[src/rtl/pfs_pkg.sv]
// shared types, codes and constants of the potential field steering block
// no dependencies
package pfs_pkg;

  localparam int MUL_BITS     = 25;
  localparam int UX_BITS      = 25;
  localparam int CORDIC_STEPS = 20;
  localparam int IT_BITS      = 5;
  localparam int CORDIC_BITS  = 35;
  localparam int Z_BITS       = 24;
  localparam int HALF_PI_Q20  = 1647099;
  localparam int HEAD_LIMIT   = 25736;
  localparam int CFG_BITS     = 16;

  localparam logic       CMD_GOAL    = 1'b0;
  localparam logic       CMD_POINT   = 1'b1;
  localparam logic [1:0] STATUS_OK   = 2'd0;
  localparam logic [1:0] STATUS_GOAL = 2'd1;
  localparam logic [1:0] STATUS_SAT  = 2'd2;

  typedef enum logic [1:0] {
    REG_ATTRACT = 2'd0,
    REG_REPEL   = 2'd1,
    REG_TURN    = 2'd2,
    REG_CRUISE  = 2'd3
  } cfg_reg_e;

  typedef struct packed {
    logic start;
    logic root;
  } pfs_unit_req_t;

  // arctan(2^-i) in 1/2^20 rad
  function automatic logic [19:0] cordic_atan(input logic [IT_BITS-1:0] idx);
    logic [19:0] a;
    unique case (idx)
      5'd0:    a = 20'd823550;
      5'd1:    a = 20'd486170;
      5'd2:    a = 20'd256879;
      5'd3:    a = 20'd130396;
      5'd4:    a = 20'd65451;
      5'd5:    a = 20'd32757;
      5'd6:    a = 20'd16383;
      5'd7:    a = 20'd8192;
      5'd8:    a = 20'd4096;
      5'd9:    a = 20'd2048;
      5'd10:   a = 20'd1024;
      5'd11:   a = 20'd512;
      5'd12:   a = 20'd256;
      5'd13:   a = 20'd128;
      5'd14:   a = 20'd64;
      5'd15:   a = 20'd32;
      5'd16:   a = 20'd16;
      5'd17:   a = 20'd8;
      5'd18:   a = 20'd4;
      5'd19:   a = 20'd2;
      default: a = 20'd0;
    endcase
    return a;
  endfunction

endpackage

[src/rtl/potential_field_steering.sv]
// top level of the potential field steering block: sequencer, accumulators,
// cordic heading and drive command; depends on pfs_pkg and pfs_unit
//
//   channel  | handshake                | payload
//   ---------+--------------------------+---------------------------------------
//   in       | in_valid_i / in_stall_o  | command_i pos_x_i pos_y_i last_i
//   out      | out_valid_o / out_stall_i| force_x_o force_y_o heading_o
//            |                          | angular_rate_o linear_speed_o status_o
//   cfg      | cfg_valid_i / cfg_ready_o| cfg_index_i cfg_data_i
//
// in_stall_o is high while a request is in work. a point request uses the shared divide /
// square root unit for one root and four divides, a goal request for one root and two
// divides; a request with last then runs 20 cordic steps. the result register lets the
// next request in while a result still waits. async active-low reset, no clearing pass.
module potential_field_steering import pfs_pkg::*; #(
  parameter int COORD_BITS = 16,
  parameter int ACC_BITS   = 32
) (
  input  logic                         clk_i,
  input  logic                         rst_ni,
  input  logic                         in_valid_i,
  output logic                         in_stall_o,
  input  logic                         command_i,
  input  logic signed [COORD_BITS-1:0] pos_x_i,
  input  logic signed [COORD_BITS-1:0] pos_y_i,
  input  logic                         last_i,
  output logic                         out_valid_o,
  input  logic                         out_stall_i,
  output logic signed [31:0]           force_x_o,
  output logic signed [31:0]           force_y_o,
  output logic signed [15:0]           heading_o,
  output logic signed [17:0]           angular_rate_o,
  output logic [11:0]                  linear_speed_o,
  output logic [1:0]                   status_o,
  input  logic                         cfg_valid_i,
  output logic                         cfg_ready_o,
  input  logic [1:0]                   cfg_index_i,
  input  logic [CFG_BITS-1:0]          cfg_data_i
);

  localparam int C         = COORD_BITS;
  localparam int NW        = (2 * C + 16 > 45) ? 2 * C + 16 : 45;
  localparam int DVW       = 2 * C;
  localparam int ROOT_BITS = C + 8;
  localparam int TW        = ((ACC_BITS > 46) ? ACC_BITS : 46) + 1;
  localparam int EW        = (ACC_BITS > 32) ? ACC_BITS : 33;
  localparam int PW        = 2 * MUL_BITS;

  localparam logic signed [TW-1:0] ACC_HI = (TW'(1) << (ACC_BITS - 1)) - TW'(1);
  localparam logic signed [TW-1:0] ACC_LO = ~ACC_HI;
  localparam logic signed [EW-1:0] F_HI   = EW'(33'sh0_7FFF_FFFF);
  localparam logic signed [EW-1:0] F_LO   = ~F_HI;
  localparam logic signed [Z_BITS-1:0] H_HI = Z_BITS'(HEAD_LIMIT);
  localparam logic signed [Z_BITS-1:0] H_LO = -H_HI;
  localparam logic signed [Z_BITS-1:0] HPI  = Z_BITS'(HALF_PI_Q20);

  typedef enum logic [3:0] {
    S_IDLE, S_SQ_X, S_SQ_Y, S_CHECK, S_ROOT, S_DIV_U_GO, S_DIV_U, S_MUL_G,
    S_GAIN, S_DIV_F, S_CLAMP, S_CORDIC, S_ROUND, S_RATE, S_RATE_W, S_OUT
  } state_e;

  state_e state_q;

  // configuration
  logic [15:0] attract_gain_q, repel_gain_q;
  logic [9:0]  turn_gain_q;
  logic [11:0] cruise_speed_q;

  // request context
  logic                cmd_q, last_q, x_neg_q, y_neg_q, x_pos_q, y_pos_q, sel_q;
  logic [C-1:0]        ax_q, ay_q;
  logic [DVW-1:0]      d2_q;
  logic [ROOT_BITS-1:0] dd_q;
  logic [UX_BITS-1:0]  ux_q;

  logic signed [ACC_BITS-1:0] sum_x_q, sum_y_q;
  logic                goal_flag_q, sat_flag_q;

  // emission
  logic signed [31:0]          rx_q, ry_q;
  logic                        hit_q, zero_q;
  logic signed [CORDIC_BITS-1:0] cx_q, cy_q;
  logic signed [Z_BITS-1:0]    z_q;
  logic [IT_BITS-1:0]          it_q;
  logic signed [15:0]          h_q;
  logic signed [17:0]          rate_q;

  logic                out_valid_q;
  logic signed [31:0]  out_fx_q, out_fy_q;
  logic signed [15:0]  out_h_q;
  logic signed [17:0]  out_rate_q;
  logic [11:0]         out_speed_q;
  logic [1:0]          out_status_q;

  // shared multiplier
  logic [MUL_BITS-1:0] mul_a, mul_b;
  logic [PW-1:0]       prod_q;

  // shared divide / root unit
  pfs_unit_req_t  unit_req;
  logic [NW-1:0]  unit_num, unit_q;
  logic [DVW-1:0] unit_den;
  logic           unit_done;

  logic [C-1:0]   ax_in, ay_in, axy_sel;
  logic [DVW-1:0] d2_sum;
  logic [PW:0]    prod_rnd;
  logic [TW-1:0]  mag_sel;
  logic signed [TW-1:0] term_s, term, sum_ext, new_sum;
  logic           flip, clip_hi, clip_lo;
  logic signed [ACC_BITS-1:0] acc_clamped, cur_sum;

  logic signed [EW-1:0] sx_e, sy_e;
  logic signed [31:0]   rx_c, ry_c;
  logic                 clip_x, clip_y;

  logic signed [CORDIC_BITS-1:0] sx, sy;
  logic signed [Z_BITS-1:0]      z_step, z_bias, z_sh;
  logic [14:0]                   h_mag;
  logic [16:0]                   rate_mag;
  logic                          out_free;

  assign ax_in   = pos_x_i[C-1] ? C'(-pos_x_i) : C'(pos_x_i);
  assign ay_in   = pos_y_i[C-1] ? C'(-pos_y_i) : C'(pos_y_i);
  assign axy_sel = sel_q ? ay_q : ax_q;
  assign d2_sum  = d2_q + prod_q[DVW-1:0];

  // multiplier operand select
  always_comb begin
    mul_a = '0;
    mul_b = '0;
    unique case (state_q)
      S_SQ_X: begin
        mul_a = MUL_BITS'(ax_q);
        mul_b = MUL_BITS'(ax_q);
      end
      S_SQ_Y: begin
        mul_a = MUL_BITS'(ay_q);
        mul_b = MUL_BITS'(ay_q);
      end
      S_MUL_G: begin
        mul_a = MUL_BITS'(cmd_q == CMD_GOAL ? attract_gain_q : repel_gain_q);
        mul_b = ux_q;
      end
      S_RATE: begin
        mul_a = MUL_BITS'(h_mag);
        mul_b = MUL_BITS'(turn_gain_q);
      end
      default: begin
        mul_a = '0;
        mul_b = '0;
      end
    endcase
  end

  always_ff @(posedge clk_i) begin
    prod_q <= mul_a * mul_b;
  end

  // divide / root request
  always_comb begin
    unit_req = '0;
    unit_num = '0;
    unit_den = '0;
    unique case (state_q)
      S_CHECK: begin
        unit_req.start = (d2_sum != '0);
        unit_req.root  = 1'b1;
        unit_num       = NW'(d2_sum) << (NW - 2 * C);
      end
      S_DIV_U_GO: begin
        unit_req.start = 1'b1;
        unit_num       = NW'(axy_sel) << 24;
        unit_den       = DVW'(dd_q);
      end
      S_GAIN: begin
        unit_req.start = (cmd_q == CMD_POINT);
        unit_num       = NW'({prod_q, 4'b0000}) + NW'(d2_q >> 1);
        unit_den       = d2_q;
      end
      default: begin
        unit_req = '0;
      end
    endcase
  end

  pfs_unit #(
    .NW      (NW),
    .DVW     (DVW),
    .SQ_STEPS(ROOT_BITS)
  ) u_unit (
    .clk_i (clk_i),
    .rst_ni(rst_ni),
    .req_i (unit_req),
    .num_i (unit_num),
    .den_i (unit_den),
    .done_o(unit_done),
    .q_o   (unit_q)
  );

  // force term and saturating accumulate
  assign prod_rnd    = (PW + 1)'(prod_q) + (PW + 1)'(128);
  assign mag_sel     = (cmd_q == CMD_GOAL) ? TW'(prod_rnd >> 8) : TW'(unit_q);
  assign term_s      = $signed(mag_sel);
  assign flip        = (cmd_q == CMD_GOAL) ? (sel_q ? y_neg_q : x_neg_q)
                                           : (sel_q ? y_pos_q : x_pos_q);
  assign term        = flip ? -term_s : term_s;
  assign cur_sum     = sel_q ? sum_y_q : sum_x_q;
  assign sum_ext     = TW'(cur_sum);
  assign new_sum     = (cmd_q == CMD_GOAL) ? term : sum_ext + term;
  assign clip_hi     = new_sum > ACC_HI;
  assign clip_lo     = new_sum < ACC_LO;
  assign acc_clamped = clip_hi ? ACC_HI[ACC_BITS-1:0]
                     : (clip_lo ? ACC_LO[ACC_BITS-1:0] : new_sum[ACC_BITS-1:0]);

  // output saturation to 32 bits
  assign sx_e   = EW'(sum_x_q);
  assign sy_e   = EW'(sum_y_q);
  assign clip_x = (sx_e > F_HI) || (sx_e < F_LO);
  assign clip_y = (sy_e > F_HI) || (sy_e < F_LO);
  assign rx_c   = clip_x ? (sx_e[EW-1] ? F_LO[31:0] : F_HI[31:0]) : sx_e[31:0];
  assign ry_c   = clip_y ? (sy_e[EW-1] ? F_LO[31:0] : F_HI[31:0]) : sy_e[31:0];

  // cordic step and rounding
  assign sx       = cx_q >>> it_q;
  assign sy       = cy_q >>> it_q;
  assign z_step   = $signed(Z_BITS'(cordic_atan(it_q)));
  assign z_bias   = z_q + $signed(Z_BITS'(64));
  assign z_sh     = z_bias >>> 7;
  assign h_mag    = h_q[15] ? 15'(-h_q) : h_q[14:0];
  assign rate_mag = prod_rnd[24:8];
  assign out_free = !out_valid_q || !out_stall_i;

  always_ff @(posedge clk_i or negedge rst_ni) begin
    if (!rst_ni) begin
      state_q      <= S_IDLE;
      cmd_q        <= CMD_GOAL;
      last_q       <= 1'b0;
      x_neg_q      <= 1'b0;
      y_neg_q      <= 1'b0;
      x_pos_q      <= 1'b0;
      y_pos_q      <= 1'b0;
      sel_q        <= 1'b0;
      ax_q         <= '0;
      ay_q         <= '0;
      d2_q         <= '0;
      dd_q         <= '0;
      ux_q         <= '0;
      sum_x_q      <= '0;
      sum_y_q      <= '0;
      goal_flag_q  <= 1'b0;
      sat_flag_q   <= 1'b0;
      rx_q         <= '0;
      ry_q         <= '0;
      hit_q        <= 1'b0;
      zero_q       <= 1'b0;
      cx_q         <= '0;
      cy_q         <= '0;
      z_q          <= '0;
      it_q         <= '0;
      h_q          <= '0;
      rate_q       <= '0;
      out_valid_q  <= 1'b0;
      out_fx_q     <= '0;
      out_fy_q     <= '0;
      out_h_q      <= '0;
      out_rate_q   <= '0;
      out_speed_q  <= '0;
      out_status_q <= STATUS_OK;
    end else begin
      // a new result in S_OUT takes the place of the one leaving
      if (out_valid_q && !out_stall_i && state_q != S_OUT) begin
        out_valid_q <= 1'b0;
      end
      unique case (state_q)
        S_IDLE: begin
          if (in_valid_i) begin
            cmd_q   <= command_i;
            last_q  <= last_i;
            ax_q    <= ax_in;
            ay_q    <= ay_in;
            x_neg_q <= pos_x_i[C-1];
            y_neg_q <= pos_y_i[C-1];
            x_pos_q <= !pos_x_i[C-1] && (pos_x_i != '0);
            y_pos_q <= !pos_y_i[C-1] && (pos_y_i != '0);
            if (command_i == CMD_GOAL) begin
              sum_x_q     <= '0;
              sum_y_q     <= '0;
              goal_flag_q <= 1'b0;
              sat_flag_q  <= 1'b0;
            end
            state_q <= S_SQ_X;
          end
        end
        S_SQ_X: begin
          state_q <= S_SQ_Y;
        end
        S_SQ_Y: begin
          d2_q    <= prod_q[DVW-1:0];
          state_q <= S_CHECK;
        end
        S_CHECK: begin
          d2_q <= d2_sum;
          if (d2_sum == '0) begin
            // origin: goal gives no pull, point is skipped
            if (cmd_q == CMD_GOAL) begin
              goal_flag_q <= 1'b1;
            end else begin
              sat_flag_q <= 1'b1;
            end
            state_q <= last_q ? S_CLAMP : S_IDLE;
          end else begin
            state_q <= S_ROOT;
          end
        end
        S_ROOT: begin
          if (unit_done) begin
            dd_q    <= unit_q[ROOT_BITS-1:0];
            sel_q   <= 1'b0;
            state_q <= S_DIV_U_GO;
          end
        end
        S_DIV_U_GO: begin
          state_q <= S_DIV_U;
        end
        S_DIV_U: begin
          if (unit_done) begin
            ux_q    <= unit_q[UX_BITS-1:0];
            state_q <= S_MUL_G;
          end
        end
        S_MUL_G: begin
          state_q <= S_GAIN;
        end
        S_GAIN, S_DIV_F: begin
          if ((state_q == S_GAIN && cmd_q == CMD_GOAL) || (state_q == S_DIV_F && unit_done)) begin
            if (sel_q) begin
              sum_y_q <= acc_clamped;
            end else begin
              sum_x_q <= acc_clamped;
            end
            if (clip_hi || clip_lo) begin
              sat_flag_q <= 1'b1;
            end
            if (!sel_q) begin
              sel_q   <= 1'b1;
              state_q <= S_DIV_U_GO;
            end else begin
              state_q <= last_q ? S_CLAMP : S_IDLE;
            end
          end else if (state_q == S_GAIN) begin
            state_q <= S_DIV_F;
          end
        end
        S_CLAMP: begin
          rx_q   <= rx_c;
          ry_q   <= ry_c;
          hit_q  <= sat_flag_q || clip_x || clip_y;
          zero_q <= (rx_c == '0) && (ry_c == '0);
          it_q   <= '0;
          // left half plane: rotate by a quarter turn first
          if (rx_c[31]) begin
            if (!ry_c[31]) begin
              cx_q <= CORDIC_BITS'(ry_c);
              cy_q <= -CORDIC_BITS'(rx_c);
              z_q  <= HPI;
            end else begin
              cx_q <= -CORDIC_BITS'(ry_c);
              cy_q <= CORDIC_BITS'(rx_c);
              z_q  <= -HPI;
            end
          end else begin
            cx_q <= CORDIC_BITS'(rx_c);
            cy_q <= CORDIC_BITS'(ry_c);
            z_q  <= '0;
          end
          state_q <= S_CORDIC;
        end
        S_CORDIC: begin
          if (!cy_q[CORDIC_BITS-1]) begin
            cx_q <= cx_q + sy;
            cy_q <= cy_q - sx;
            z_q  <= z_q + z_step;
          end else begin
            cx_q <= cx_q - sy;
            cy_q <= cy_q + sx;
            z_q  <= z_q - z_step;
          end
          it_q <= it_q + IT_BITS'(1);
          if (it_q == IT_BITS'(CORDIC_STEPS - 1)) begin
            state_q <= S_ROUND;
          end
        end
        S_ROUND: begin
          if (zero_q) begin
            h_q <= '0;
          end else if (z_sh > H_HI) begin
            h_q <= H_HI[15:0];
          end else if (z_sh < H_LO) begin
            h_q <= H_LO[15:0];
          end else begin
            h_q <= z_sh[15:0];
          end
          state_q <= S_RATE;
        end
        S_RATE: begin
          state_q <= S_RATE_W;
        end
        S_RATE_W: begin
          rate_q  <= h_q[15] ? -18'(rate_mag) : 18'(rate_mag);
          state_q <= S_OUT;
        end
        S_OUT: begin
          if (out_free) begin
            out_valid_q  <= 1'b1;
            out_fx_q     <= rx_q;
            out_fy_q     <= ry_q;
            out_h_q      <= h_q;
            out_rate_q   <= rate_q;
            out_speed_q  <= cruise_speed_q;
            out_status_q <= goal_flag_q ? STATUS_GOAL : (hit_q ? STATUS_SAT : STATUS_OK);
            sum_x_q      <= '0;
            sum_y_q      <= '0;
            goal_flag_q  <= 1'b0;
            sat_flag_q   <= 1'b0;
            state_q      <= S_IDLE;
          end
        end
        default: begin
          state_q <= S_IDLE;
        end
      endcase
    end
  end

  // configuration registers
  always_ff @(posedge clk_i or negedge rst_ni) begin
    if (!rst_ni) begin
      attract_gain_q <= 16'd600;
      repel_gain_q   <= 16'd691;
      turn_gain_q    <= 10'd179;
      cruise_speed_q <= 12'd200;
    end else if (cfg_valid_i) begin
      unique case (cfg_reg_e'(cfg_index_i))
        REG_ATTRACT: attract_gain_q <= cfg_data_i;
        REG_REPEL:   repel_gain_q   <= cfg_data_i;
        REG_TURN:    turn_gain_q    <= cfg_data_i[9:0];
        REG_CRUISE:  cruise_speed_q <= cfg_data_i[11:0];
      endcase
    end
  end

  assign cfg_ready_o    = 1'b1;
  assign in_stall_o     = (state_q != S_IDLE);
  assign out_valid_o    = out_valid_q;
  assign force_x_o      = out_fx_q;
  assign force_y_o      = out_fy_q;
  assign heading_o      = out_h_q;
  assign angular_rate_o = out_rate_q;
  assign linear_speed_o = out_speed_q;
  assign status_o       = out_status_q;

endmodule

[src/rtl/pfs_unit.sv]
// shared shift-compare-subtract unit: restoring divide or bit-pair square root
// depends on pfs_pkg
module pfs_unit import pfs_pkg::*; #(
  parameter int NW       = 48,
  parameter int DVW      = 32,
  parameter int SQ_STEPS = 24
) (
  input  logic           clk_i,
  input  logic           rst_ni,
  input  pfs_unit_req_t  req_i,
  input  logic [NW-1:0]  num_i,
  input  logic [DVW-1:0] den_i,
  output logic           done_o,
  output logic [NW-1:0]  q_o
);

  localparam int RW   = DVW + 1;
  localparam int CNTW = $clog2(NW + 1);

  logic [NW-1:0]   num_q, q_q;
  logic [RW-1:0]   rem_q;
  logic [DVW-1:0]  den_q;
  logic            root_q, busy_q, done_q;
  logic [CNTW-1:0] cnt_q;

  logic [RW-1:0]   rem_sh, trial, rem_nx;
  logic [NW+1:0]   q_ext;
  logic            ge;

  // root mode brings down two radicand bits, trial is 4r+1
  assign q_ext  = {q_q, 2'b01};
  assign rem_sh = root_q ? {rem_q[RW-3:0], num_q[NW-1:NW-2]} : {rem_q[RW-2:0], num_q[NW-1]};
  assign trial  = root_q ? q_ext[RW-1:0] : RW'(den_q);
  assign ge     = rem_sh >= trial;
  assign rem_nx = ge ? rem_sh - trial : rem_sh;

  always_ff @(posedge clk_i or negedge rst_ni) begin
    if (!rst_ni) begin
      num_q  <= '0;
      q_q    <= '0;
      rem_q  <= '0;
      den_q  <= '0;
      root_q <= 1'b0;
      busy_q <= 1'b0;
      done_q <= 1'b0;
      cnt_q  <= '0;
    end else begin
      done_q <= 1'b0;
      if (req_i.start) begin
        num_q  <= num_i;
        den_q  <= den_i;
        rem_q  <= '0;
        q_q    <= '0;
        root_q <= req_i.root;
        busy_q <= 1'b1;
        cnt_q  <= req_i.root ? CNTW'(SQ_STEPS) : CNTW'(NW);
      end else if (busy_q) begin
        rem_q <= rem_nx;
        q_q   <= {q_q[NW-2:0], ge};
        num_q <= root_q ? (num_q << 2) : (num_q << 1);
        cnt_q <= cnt_q - CNTW'(1);
        if (cnt_q == CNTW'(1)) begin
          busy_q <= 1'b0;
          done_q <= 1'b1;
        end
      end
    end
  end

  assign done_o = done_q;
  assign q_o    = q_q;

endmodule

[config.mk]
export PLATFORM = sky130hd
export DESIGN_NAME = potential_field_steering
export DESIGN_NICKNAME = d
export VERILOG_FILES = /design/src/rtl/pfs_pkg.sv /design/src/rtl/potential_field_steering.sv /design/src/rtl/pfs_unit.sv
export SDC_FILE = /design/constraint.sdc
export NUM_CORES = 2
export LEC_CHECK = 0
export BUFFER_PORTS_ARGS = -buffer_cell sky130_fd_sc_hd__buf_2
export CORE_ASPECT_RATIO = 0.5
export CORE_UTILIZATION = 40
export CTS_CLUSTER_SIZE = 16
export DETAILED_ROUTE_END_ITERATION = 8
export GPL_ROUTABILITY_DRIVEN = 0
export GPL_TIMING_DRIVEN = 0
export MAX_ROUTING_LAYER = met4
export PLACE_DENSITY = 0.56
export SYNTH_ARGS = -nofsm -noshare
export SYNTH_HDL_FRONTEND = slang
export SYNTH_SLANG_ARGS = --single-unit
[constraint.sdc]
create_clock -name clk_i -period 14.82 [get_ports clk_i]
set_clock_uncertainty 0.1 [all_clocks]
set_input_delay 2.964 -clock clk_i [delete_from_list [all_inputs] [get_ports clk_i]]
set_output_delay 2.964 -clock clk_i [all_outputs]
set_load 0.01 [all_outputs]
==> flow_metrics.tcl <==
set metrics [dict create \
    die_y_um 298 \
    seq_area_um2 19000 \
    drt_wl_total_um 270000 \
    nets 9008 \
    end_kind "flip-flop" \
    synth_top_cell_by_area "dfrtp_1" \
    critPathMostFrequentCell "fa_1" \
    synth.avg_cell_area_um2 8.76 \
    yosysWarnings 0 \
    worstSkewPairLatency_ps 730 \
    cts_root_buf "clkbuf_16" \
    fin_ws_ps 741 \
    die_x_um 594 \
    power.internal_w 0.00918 \
    synth-main-ff-cell "dfrtp_1" \
    ios 172 \
    setup_viol 0 \
    holdWs_ps 371 \
    holdBufCountCts 0 \
    port_buffers 168 \
    multi_input_area_um2 47200 \
    place_area_um2 74000 \
    drt-pass1-iter-count 8 \
    grtUsageTotal_pct 30.9 \
    grt_setup_unrepaired "false" \
    post_drt_wl_per_cell_um 25.4 \
    fin_crit_ps 14080 \
    pwr-share-clk_pct 11.2 \
    crit_buf_inv 12 \
    synth.net_count 8746 \
    min_period_over_period_pct 95.0 \
    dpl.hpwl_um 214000 \
    grt_pass1_wl_um 402000 \
    post-cts-setup-buffers 0 \
    crit_slowest_cell "clkdlybuf4s15_2" \
    cp_data_arrival_time_ps 14580 \
    ys_seq_area_share_pct 27.2 \
    required_ps 15320 \
    outcome "finished clean" \
    finalInstanceArea_um2 76800 \
    die-area_um2 177000 \
    synth.most_common_cell "nand2_1" \
    grt_pass1_vias 60800 \
    antenna_found_initial 8 \
    syn2layout_area_growth_pct 9.71 \
    cp_top_family "compound AO/OA/AOI/OAI gates" \
    ys_seq_elements 768 \
    powerDensity_nw_per_um2 255 \
    grt_max_degree 114 \
    syn_inst 7989 \
    drv_slew 0 \
    ff2ff_path_depth 35 \
    cts_max_level 3 \
    row_count 108 \
    drt_iter0_drc 6857 \
    clk_pin_slew_worst_paths_ps 60 \
    place_ws_ps -1060 \
    synth_area_um2 70000 \
    final_util_pct 44.2 \
    cap_viol_max_count 0 \
    numClockSinks 768 \
    start_util_pct 40.3 \
    p_sw_w 0.0104 \
    power_frac_comb_pct 69.2 \
    worstSetupPathType "reg -> reg" \
    synth_commonest_cells "nand2_1, dfrtp_1, nor2_1" \
    synth-async-reset-ratio_pct 94.3 \
    finalHoldViolations 0 \
    max_stage_delay_ps 720 \
    maxSlewHeadroom_pct 0.381 \
    holdPathStages 2 \
    cts_tree "built" \
    p_seq_share_pct 19.7 \
    sw_frac_of_total_pct 53.1 \
    dp.cells 10500 \
    synthTopCellsByArea "dfrtp_1, fa_1, ha_1, nand2_1, mux2_2" \
    tightest_slew_ps 1490 \
    drc_errors 0 \
    path_depth 35 \
    final_cells 10600 \
    core_region_area_um2 174000 \
    synth_top_area_share_pct 25.2 \
    drive_gt1_share_pct 10.7 \
    synth_edf_count 0 \
    hold_path.class "reg -> reg" \
    leakage_nw 35.3 \
    antenna_left 0 \
    fill_cells 17300 \
    fmax_mhz 71.0 \
    clk_path_buf_depth 3 \
    tritoncts.num_buffers 81 \
    cp_max_fo 19 \
    yosysUniqueCellTypes 109 \
    overflow 0 \
    viasPerCell 5.99 \
    critPathLaunchType "flip-flop" \
    vias 63700 \
    ir_drop_mv 0.130 \
]
==> placed cells by master, fill, tap and decap left out, types with 44 or more instances in the layout <==
cell       netlist  layout
mux2i_1        211     211
ha_1           372     372
nor3_1         133     132
mux4_2         101     101
nand2_1       1101    1101
clkbuf_16        0      82
xor2_1         210     210
o31ai_1         45      45
nand2b_1        74      74
o21ai_0        397     395
nor2b_1         53      53
inv_1          503     503
mux2_2         322     322
a211oi_1       154     154
a21o_1         117     117
nor2_1         614     612
dfrtp_1        706     706
nand3_1        131     131
buf_1           62      59
o211ai_1        80      80
o21a_1          51      51
a31oi_1         78      78
fa_1           328     328
or3_1           75      75
dfxtp_1         44      44
a21oi_1        507     507
xnor2_1        268     268
nand4_1         71      71
buf_2           34     202
and3_1          73      73
clkbuf_1       365     379
and2_1          83      83
==> worst paths after layout <==
check	startpoint	endpoint	slack, ps
worst max-delay path	cmd_q$_DFFE_PN0P_	prod_q[43]$_DFF_P_	740
worst min-delay path	rx_q[8]$_DFFE_PN0P_	rx_q[8]$_DFFE_PN0P_	370
worst max register to register	cmd_q$_DFFE_PN0P_	prod_q[43]$_DFF_P_	740
worst min register to register	rx_q[8]$_DFFE_PN0P_	rx_q[8]$_DFFE_PN0P_	370
max in group asynchronous	rst_ni	u_unit.q_o[17]$_DFFE_PN0P_	10270
min in group asynchronous	rst_ni	z_q[5]$_DFFE_PN0P_	2010
==> registers in the layout, indices dropped and copies added, names as in the netlist, 18 cells and up <==
register,count
u_unit.num_q,48
ry_q,32
ux_q,25
cx_q,35
force_x_o,32
rate_q,18
prod_q,44
force_y_o,32
z_q,24
u_unit.q_o,47
sum_y_q,32
cy_q,35
rx_q,32
angular_rate_o,18
dd_q,24
sum_x_q,32
d2_q,32
u_unit.rem_q,32
u_unit.den_q,32
==> cells by family after synthesis <==
family	after synthesis	synth area share [%]
other	1	0.00536
and+or+nand+nor	2581	16.9
xor gates and xnor gates	478	5.98
buffers and inverters	985	5.42
DFF	768	27.2
adders and majority gates	700	16.0
muxes	635	11.5
AOI/OAI and AO/OA	1841	17.1
==> power by group through the flow <==
stage / sequential, W / combinational [W] / clock (W)
2_1_floorplan: 0.00337 / 0.00952 / 0
3_3_place_gp: 0.00384 / 0.0131 / 0
3_5_place_dp: 0.00384 / 0.0131 / 0
4_1_cts: 0.00381 / 0.0132 / 0.00222
5_1_grt: 0.00390 / 0.0147 / 0.00230
6_report: 0.00385 / 0.0135 / 0.00219
==> layer usage <==
layer,wire (um),global-route usage [%]
met3,23100,5.59
met2,119000,46.6
met4,12500,12.3
met1,115000,41.1
met5,0,-
==> through the flow <==
step / total power, W / setup TNS (ps)
floorplan: 0.0129 / 0
global placement: 0.0169 / -4030300
detailed placement: 0.0170 / -4870
CTS: 0.0193 / 0
global route: 0.0209 / 0
finish: 0.0196 / 0
==> worst min-delay path: stages (launching register included) <==
cell and delay [ps]:
dfrtp_1 340, nand2_1 50, nand2_1 50
==> final cells by class <==
cell class	count	area share, %
plain buffers	475	2.47
clock inverters	35	0.588
repair buffers	180	1.41
well taps	2310	3.76
inverters	509	2.49
diodes	4	0.0130
flip-flops and latches	768	24.8
clock buffers	114	3.04
multi-input cells	6236	61.5
==> what timing repair did <==
action                                  4_1_cts  5_1_grt
pin swaps                                     0        0
gates resized for setup                       6        3
endpoints found under the setup margin        9        6
No activity file was read; power rests on OpenSTA's default activity.
